File: src/sv/hcbp_pkg.sv
package hcbp_pkg;

  localparam int SymbolCount = 256;
  localparam int MaxCodeLen  = 32;
  localparam int WordBits    = 32;
  localparam int LenLimit    = (MaxCodeLen < WordBits) ? MaxCodeLen : WordBits;
  localparam int TableDepth  = 256;
  localparam int AddrW       = 8;
  localparam int LenW        = 6;
  localparam int AccW        = 7 + LenLimit;
  localparam int CntW        = $clog2(AccW + 1);

  typedef enum logic [1:0] {
    OpLoad   = 2'd0,
    OpEncode = 2'd1,
    OpFlush  = 2'd2
  } op_e;

  typedef struct packed {
    logic                valid;
    logic                flush;
    logic [WordBits-1:0] code;
    logic [LenW-1:0]     len;
  } item_t;

  typedef struct packed {
    logic busy;
    logic take;
  } pk_stat_t;

endpackage

File: src/sv/hcbp_packer.sv
module hcbp_packer (
  input  logic               clk_i,
  input  logic               rst_ni,
  input  hcbp_pkg::item_t    item_i,
  output hcbp_pkg::pk_stat_t stat_o,
  output logic               out_valid_o,
  input  logic               out_stall_i,
  output logic [7:0]         out_byte_o,
  output logic               last_of_run_o
);

  logic [hcbp_pkg::AccW-1:0]     acc_q, acc_d;
  logic [hcbp_pkg::CntW-1:0]     cnt_q, cnt_d;
  logic                          out_valid_q, out_valid_d;
  logic [7:0]                    out_byte_q, out_byte_d;
  logic                          last_q, last_d;
  logic                          busy;
  logic                          take;
  logic                          out_ready;
  logic [6:0]                    pend;
  logic [hcbp_pkg::WordBits:0]   cmask;
  logic [hcbp_pkg::CntW-1:0]     emit_sh;

  assign busy      = (cnt_q >= hcbp_pkg::CntW'(8));
  assign take      = item_i.valid && !busy;
  assign out_ready = !out_valid_q || !out_stall_i;
  assign pend      = acc_q[6:0] & ((7'd1 << cnt_q[2:0]) - 7'd1);
  assign cmask     = ((hcbp_pkg::WordBits + 1)'(1) << item_i.len) - (hcbp_pkg::WordBits + 1)'(1);
  assign emit_sh   = cnt_q - hcbp_pkg::CntW'(8);

  always_comb begin
    acc_d       = acc_q;
    cnt_d       = cnt_q;
    out_valid_d = out_valid_q;
    out_byte_d  = out_byte_q;
    last_d      = last_q;
    if (out_ready) begin
      out_valid_d = 1'b0;
    end
    if (busy) begin
      if (out_ready) begin
        out_valid_d = 1'b1;
        out_byte_d  = 8'(acc_q >> emit_sh);
        last_d      = (cnt_q < hcbp_pkg::CntW'(16));
        cnt_d       = emit_sh;
      end
    end else if (take) begin
      if (item_i.flush) begin
        if (cnt_q[2:0] != 3'd0) begin
          acc_d = hcbp_pkg::AccW'(8'({1'b0, pend} << (4'd8 - {1'b0, cnt_q[2:0]})));
          cnt_d = hcbp_pkg::CntW'(8);
        end
      end else begin
        acc_d = (hcbp_pkg::AccW'(pend) << item_i.len)
              | hcbp_pkg::AccW'(item_i.code & cmask[hcbp_pkg::WordBits-1:0]);
        cnt_d = hcbp_pkg::CntW'(cnt_q[2:0]) + hcbp_pkg::CntW'(item_i.len);
      end
    end
  end

  always_ff @(posedge clk_i or negedge rst_ni) begin
    if (!rst_ni) begin
      acc_q       <= '0;
      cnt_q       <= '0;
      out_valid_q <= 1'b0;
    end else begin
      acc_q       <= acc_d;
      cnt_q       <= cnt_d;
      out_valid_q <= out_valid_d;
    end
  end

  always_ff @(posedge clk_i) begin
    out_byte_q <= out_byte_d;
    last_q     <= last_d;
  end

  assign stat_o.busy   = busy;
  assign stat_o.take   = take;
  assign out_valid_o   = out_valid_q;
  assign out_byte_o    = out_byte_q;
  assign last_of_run_o = last_q;

endmodule
File: config.mk
export PLATFORM = sky130hd
export DESIGN_NAME = hcbp_packer
export DESIGN_NICKNAME = d
export VERILOG_FILES = /design/src/sv/hcbp_pkg.sv /design/src/sv/hcbp_packer.sv
export SDC_FILE = /design/constraint.sdc
export NUM_CORES = 1
export LEC_CHECK = 0
export BUFFER_PORTS_ARGS = -buffer_cell sky130_fd_sc_hd__buf_2
export CORE_ASPECT_RATIO = 2
export CORE_MARGIN = 5
export CORE_UTILIZATION = 40
export DETAILED_ROUTE_END_ITERATION = 10
export PLACE_DENSITY = 0.61
export SYNTH_ARGS = -nofsm -noshare
export SYNTH_HDL_FRONTEND = slang
export SYNTH_SLANG_ARGS = --single-unit
File: constraint.sdc
create_clock -name clk_i -period 4.9 [get_ports clk_i]
set_input_delay 0.735 -clock clk_i [delete_from_list [all_inputs] [get_ports clk_i]]
set_output_delay 0.735 -clock clk_i [all_outputs]
set_load 0.02 [all_outputs]
# Word-level counts from Yosys, hierarchy flattened
# Cells that the tools add are included.
totals:
  elab_cells: 44
  regBits: 55
  out_inout_bits: 12
  input_bits: 43
classes:
  shift: 5
  n_addsub: 5
  eq_ne: 3
  bitwise: 4
  n_reduce_logical: 10
  mux: 10
  n_lt_le_gt_ge: 2
op_table:
  columns: ["op", "n"]
  rows:
  - ["two-way mux 39 bit", 2]
  - ["bitwise OR 39 x 32 -> 39 bit", 1]
  - ["left shift 7 x 6 -> 39 bit", 1]
  - [">> shifter 39 x 6 -> 8 bit", 1]
  - ["AND 32 bit", 1]
  - ["left shift 1 x 6 -> 32 bit, first input constant", 1]
  - ["subtractor 32 x 2 -> 32 bit, second input constant", 1]
  - ["two-way mux 6 bit", 5]
  - ["left shift 7 x 4 -> 8 bit", 1]
  - ["AND 7 bit", 1]
  - ["left shift 1 x 3 -> 7 bit, first input constant", 1]
  - ["subtractor 7 x 1 -> 7 bit, second input constant", 1]
  - ["adder 3 x 6 -> 6 bit", 1]
  - ["greater-or-equal comparator 6 x 4 -> 1 bit, second input constant", 1]
  - ["less-than comparator 6 x 5 -> 1 bit, second input constant", 1]
  - ["AND reduction 3 bit", 2]
  - ["subtractor 6 x 4 -> 6 bit, second input constant", 1]
  - ["!= test 2 x 1 -> 1 bit, second input constant", 2]
  - ["subtractor 4 x 3 -> 4 bit, first input constant", 1]
  - ["zero test 1 bit", 3]
  - ["two-way mux 1 bit", 3]
  - ["!= test 3 x 1 -> 1 bit, second input constant", 1]
  - ["nonzero test 3 bit", 1]
  - ["AND reduction 2 bit", 1]
  - ["4 further kinds", 4]

# Logic depth before layout (Yosys ltp)
logic_depth:
  ltp_word: 6
  ltp_mapped: 17
  depth_no_buf: 12

# Worst setup path after synthesis
# No wires, ideal clock.
synth_path:
  kind: "reg2reg"
  start: "register cnt_q[1] (netlist bit)"
  end: "register acc_q[18] (netlist bit)"
  period_less_slack_ns: 3.573
  stages_incl_launch_ff: 16
  setup_slack_ns: 1.327
  arrival_ns: 3.446
  setup_time_ns: 0.127
  path_buffers: 3
  t_required_ns: 4.773
  path_cell_list: "dfrtp_1 buf_2 clkbuf_1 inv_1 ha_1 ha_1 buf_6 inv_1 ha_1 nor3b_1 a2bb2oi_4 nor2_2 a31o_4 mux2_4 a222oi_1 o21ai_1"
synth_between:
  elab_chain_len: 6
  elab_cells_between_ends: 13
  cone_classes: "add/sub: 1; order compare: 1; eq/ne: 1; shift: 2; mux: 1; bitwise: 3; reduce/logical: 4"
synth_lines:
  columns: ["element", "line", "text"]
  rows:
  - ["start, declared", "hcbp_packer.sv:13", "logic [hcbp_pkg::CntW-1:0] cnt_q, cnt_d;"]
  - ["start signal, assigned", "hcbp_packer.sv:68", "cnt_q <= cnt_d;"]
  - ["left shift 1 x 3 -> 7 bit", "hcbp_packer.sv:27", "assign pend = acc_q[6:0] & ((7'd1 << cnt_q[2:0]) - 7'd1);"]
  - ["subtractor 7 x 1 -> 7 bit", "hcbp_packer.sv:27", null]
  - ["AND 7 bit", "hcbp_packer.sv:27", null]
  - ["left shift 7 x 6 -> 39 bit", "hcbp_packer.sv:54", "acc_d = (hcbp_pkg::AccW'(pend) << item_i.len)"]
  - ["bitwise OR 39 x 32 -> 39 bit", "hcbp_packer.sv:55", "| hcbp_pkg::AccW'(item_i.code & cmask[hcbp_pkg::WordBits-1:0]);"]
  - ["two-way mux 39 bit", "hcbp_packer.sv:48", "if (item_i.flush) begin"]
  - ["end signal, assigned", "hcbp_packer.sv:63", "acc_q <= '0;"]
  - ["end signal, assigned", "hcbp_packer.sv:67", "acc_q <= acc_d;"]
  - ["end, declared", "hcbp_packer.sv:12", "logic [hcbp_pkg::AccW-1:0] acc_q, acc_d;"]
# Parallel ways exist; a longest one is shown, timed or not.
# A chain may end at the register's enable or synchronous reset.

# Worst setup path after layout
layout_path:
  start: "register cnt_q[0] (netlist bit)"
  end: "register acc_q[29] (netlist bit)"
# The elaborated chain is that of the path after synthesis.

==> impl_table.tex <==
\begin{tabular}{lr}
\hline
Metric & Value \\
\hline
\multicolumn{2}{l}{\textbf{Synth}} \\
\quad Synthesized area & 5940 um\^{}2 \\
\quad Yosys top cell area share & 0.194 \\
\quad Share of synthesized registers carrying an async set or reset & 0.836 \\
\quad Yosys synthesis warning count & 0 \\
\quad Most used flip-flop cell after synthesis & sky130\_fd\_sc\_hd\_\_dfrtp\_1 \\
\quad Cell with the most instances after synthesis & sky130\_fd\_sc\_hd\_\_nand2\_1 \\
\quad Synthesized instance count & 671 \\
\quad Flops \& latches, synth & 55 \\
\quad Avg Cell Area, Syn & 8.85 um\^{}2 \\
\quad Syn\_nets & 728 \\
\quad Number of library cell types mapped by synthesis & 83 \\
\quad Ranking of synthesized cells by area & sky130\_fd\_sc\_hd\_\_dfrtp\_1 (19\%), sky130\_fd\_sc\_hd\_\_mux4\_2 (16\%), sky130\_fd\_sc\_hd\_\_o21ai\_0 (5.2\%) \\
\quad Commonest cells in the synthesized netlist & sky130\_fd\_sc\_hd\_\_nand2\_1 (71), sky130\_fd\_sc\_hd\_\_o21ai\_0 (62), sky130\_fd\_sc\_hd\_\_dfrtp\_1 (46), sky130\_fd\_sc\_hd\_\_nor2\_1 (46), sky130\_fd\_sc\_hd\_\_a21oi\_1 (44) \\
\quad Cell type with the largest total area after synthesis & sky130\_fd\_sc\_hd\_\_dfrtp\_1 \\
\quad Portion of the post-synthesis area used by sequential elements & 0.239 \\
\quad Number of enable-type register cells in the synthesized netlist & 9 \\
\multicolumn{2}{l}{\textbf{Pwr}} \\
\quad Largest voltage drop on the vdd net & 0.209 mV \\
\quad Static leakage power & 2.47 nW \\
\quad Power per standard cell area & 583 nW/um\^{}2 \\
\multicolumn{2}{l}{\textbf{Routing}} \\
\quad Drt first pass iters & 6 \\
\quad WL per Instance & 25.8 um \\
\quad Post-detailed-route count of antenna-violating nets & 0 \\
\quad DRT iter0 DRCs & 571 \\
\quad Post-Route WL & 22600 um \\
\quad Number of DRC violations after detailed routing & 0 \\
\quad Via count normalized by instance count & 6.62 \\
\quad Number of vias after detailed routing & 5799 \\
\multicolumn{2}{l}{\textbf{Critical path}} \\
\quad Cell with the largest stage delay on the worst path & sky130\_fd\_sc\_hd\_\_buf\_4 \\
\quad Critical path class & reg2reg \\
\quad Worst Setup End Kind & flip-flop \\
\quad Family with the most delay on the worst path & simple AND/OR/NAND/NOR gates \\
\quad Largest fanout of any net on the critical path & 56 \\
\quad Worst path buffer plus inverter count & 1 \\
\quad Most common cell on crit path & sky130\_fd\_sc\_hd\_\_ha\_1 \\
\quad Critical path required time & 5.15 ns \\
\quad Peak per-stage delay on the critical path & 0.59 ns \\
\quad Startpoint types & flip-flop \\
\quad Arr. time, crit path & 4.28 ns \\
\quad Critical Path, Cell by Cell & buf\_4 -> ha\_1 -> nand2\_1 -> ha\_1 -> nor2b\_1 -> mux2i\_1 -> nor2\_1 -> a21oi\_1 -> o21ai\_0 -> a221o\_1 \\
\multicolumn{2}{l}{\textbf{Clock tree}} \\
\quad \# Post-CTS Setup Buffers & 0 \\
\quad Clk Tree Root Cell & sky130\_fd\_sc\_hd\_\_clkbuf\_16 \\
\quad TritonCTS clock tree & yes \\
\quad Clock transition at the registers of the reported paths & 0.09 ns \\
\quad Hold-fix buffers, CTS & 0 \\
\quad Number of buffers on the longest clock path & 2 \\
\quad H-tree depth & 2 \\
\quad Quantity of gates resized following cts & 0 \\
\quad Clock sink count & 55 \\
\quad Skew-Pair Late Insertion Delay & 0.32 ns \\
\quad Number of buffers created by CTS & 5 \\
\multicolumn{2}{l}{\textbf{Global routing}} \\
\quad Pin count of the biggest net entering global routing & 57 \\
\quad Global-route wire length before repair & 34100 um \\
\quad Aggregate global routing overflow & 0 \\
\quad Tot GR Track Use & 0.261 \\
\quad Vias in the first global route & 5696 \\
\quad Number of antenna violations at the first check in global routing & 0 \\
\multicolumn{2}{l}{\textbf{Place}} \\
\quad Number of port buffers & 54 \\
\quad Weighted congestion at the end of routability-driven global placement & 1.04 \\
\quad Total half-perimeter wirelength after legalization and detailed placement & 17500 um \\
\multicolumn{2}{l}{\textbf{Outcome}} \\
\quad Result of the run & finished clean \\
\multicolumn{2}{l}{\textbf{STA}} \\
\quad Transition time at the pin with the least slew margin & 1.07 ns \\
\quad Maximum clock skew at final layout & 0.0143 ns \\
\quad Post-route minimum period & 4.03 ns \\
\quad Final Hold Slack & 0.509 ns \\
\quad Unrepaired setup endpoints after global routing & no \\
\quad Setup violators final & 0 \\
\quad Number of pins exceeding their max-slew limit in the final report & 0 \\
\quad Setup Total Neg Slack & 0 ns \\
\quad Slew HR & 0.289 \\
\quad Final Hold Vio Count & 0 \\
\quad Maximum operating frequency & 248 MHz \\
\quad Post-route fraction of the period consumed by the critical path & 0.822 \\
\multicolumn{2}{l}{\textbf{Finish}} \\
\quad Layout cells sized above 1 & 0.213 \\
\quad Area of the multi-input gates & 4170 um\^{}2 \\
\quad Synth-to-layout area growth & 7.65\% \\
\quad Ant. Diodes & 0 \\
\quad Filler cell count in the final layout & 1484 \\
\quad Area occupied by registers & 1420 um\^{}2 \\
\quad Final nets & 737 \\
\multicolumn{2}{l}{\textbf{Floorplan}} \\
\quad Die area & 17500 um\^{}2 \\
\quad Overall die height & 182 um \\
\quad Core Area & 14700 um\^{}2 \\
\quad Number of top-level pins & 55 \\
\quad Effective utilization at floorplan & 0.403 \\
\quad Total number of placement rows & 63 \\
\quad Die extent in x & 96.2 um \\
\multicolumn{2}{l}{\textbf{Worst hold path}} \\
\quad Class of the worst hold path & in2async \\
\multicolumn{2}{l}{\textbf{Run}} \\
\quad Max-capacitance violation count & 0 \\
\hline
\end{tabular}
==> through the flow <==
step	util	instance area [um^2]	std cells	setup slack, ns	power [mW]
after global routing	0.434	6390	876	0.672	3.94
after floorplan	-	5940	671	1.33	2.66
after global placement	0.423	6240	868	0.981	3.26
after CTS	0.434	6390	876	0.997	3.70
after detailed placement	0.423	6240	868	1.02	3.28
final	0.434	6390	876	0.871	3.73
==> power breakdown <==
part | switching, mW | internal (mW)
clock network | 0.210 | 0.200
registers | 0.261 | 0.645
logic | 1.38 | 1.04
total | 1.85 | 1.88
==> worst reg2reg max path, stage by stage, from the launching register on <==
cell,delay (ns)
sky130_fd_sc_hd__dfrtp_2,0.36
sky130_fd_sc_hd__buf_4,0.59
sky130_fd_sc_hd__ha_1,0.42
sky130_fd_sc_hd__nand2_1,0.09
sky130_fd_sc_hd__ha_1,0.29
sky130_fd_sc_hd__nor2b_1,0.58
sky130_fd_sc_hd__mux2i_1,0.42
sky130_fd_sc_hd__nor2_1,0.39
sky130_fd_sc_hd__a21oi_1,0.13
sky130_fd_sc_hd__o21ai_0,0.47
sky130_fd_sc_hd__a221o_1,0.22
==> sequential cells by signal, indices dropped and copies added (netlist names), named ones only <==
name and flops:
acc_q 39, out_byte_o 8, cnt_q 6, last_of_run_o 1
==> layer usage <==
metal	wire, um	up-vias	track usage
li1	-	2611	-
met4	1750	0	0.189
met5	0	-	0
met2	11900	287	0.454
met1	8050	2815	0.285
met3	964	86	0.0231
==> logic make-up after synthesis <==
| family | share of synthesized area |
|---|---|
| adders and majority gates | 0.0308 |
| muxes | 0.210 |
| DFF | 0.239 |
| AOI/OAI and AO/OA | 0.263 |
| buffers and inverters | 0.0583 |
| xor gates and xnor gates | 0.0147 |
| and+or+nand+nor | 0.184 |
==> cell usage in the layout (no fill, tap or decap), types with 5 or more instances in the layout <==
cell type,instances
sky130_fd_sc_hd__a211o_1,6
sky130_fd_sc_hd__a211oi_1,6
sky130_fd_sc_hd__a21o_1,6
sky130_fd_sc_hd__a21oi_1,44
sky130_fd_sc_hd__a22oi_1,16
sky130_fd_sc_hd__a31oi_1,7
sky130_fd_sc_hd__a32oi_1,13
sky130_fd_sc_hd__and2_1,5
sky130_fd_sc_hd__and3_1,7
sky130_fd_sc_hd__buf_2,54
sky130_fd_sc_hd__buf_4,11
sky130_fd_sc_hd__clkbuf_16,5
sky130_fd_sc_hd__dfrtp_1,44
sky130_fd_sc_hd__edfxtp_1,9
sky130_fd_sc_hd__ha_1,13
sky130_fd_sc_hd__inv_1,11
sky130_fd_sc_hd__mux2_2,8
sky130_fd_sc_hd__mux2i_1,18
sky130_fd_sc_hd__mux4_2,41
sky130_fd_sc_hd__nand2_1,71
sky130_fd_sc_hd__nand2b_1,7
sky130_fd_sc_hd__nand3_1,12
sky130_fd_sc_hd__nor2_1,46
sky130_fd_sc_hd__nor2b_1,17
sky130_fd_sc_hd__nor3_1,18
sky130_fd_sc_hd__nor3b_1,8
sky130_fd_sc_hd__o211ai_1,5
sky130_fd_sc_hd__o21a_1,8
sky130_fd_sc_hd__o21ai_0,62
sky130_fd_sc_hd__o31ai_1,6
sky130_fd_sc_hd__xnor2_1,6
==> worst paths after layout <==
kind | startpoint | end | slack, ns | cells past startpoint
max | cnt_q[0] | acc_q[29] | 0.87 | 10
min | rst_ni | acc_q[2] | 0.51 | 2
max reg2reg | cnt_q[0] | acc_q[29] | 0.87 | 10
min reg2reg | acc_q[11] | acc_q[11] | 0.54 | 2
max in group asynchronous | rst_ni | cnt_q[1] | 3.87 | 2
min in group clk_i | acc_q[11] | acc_q[11] | 0.54 | 2
==> cell type report <==
class                      instances  share of cell area
multi-input combinational        541               0.653
sequential                        55               0.223
timing repair buffer              65              0.0552
tap                              195              0.0382
clock buffer                       5              0.0196
inverter                          12             0.00704
clock inverter                     3             0.00489
No activity file was read; power rests on OpenSTA's default activity.
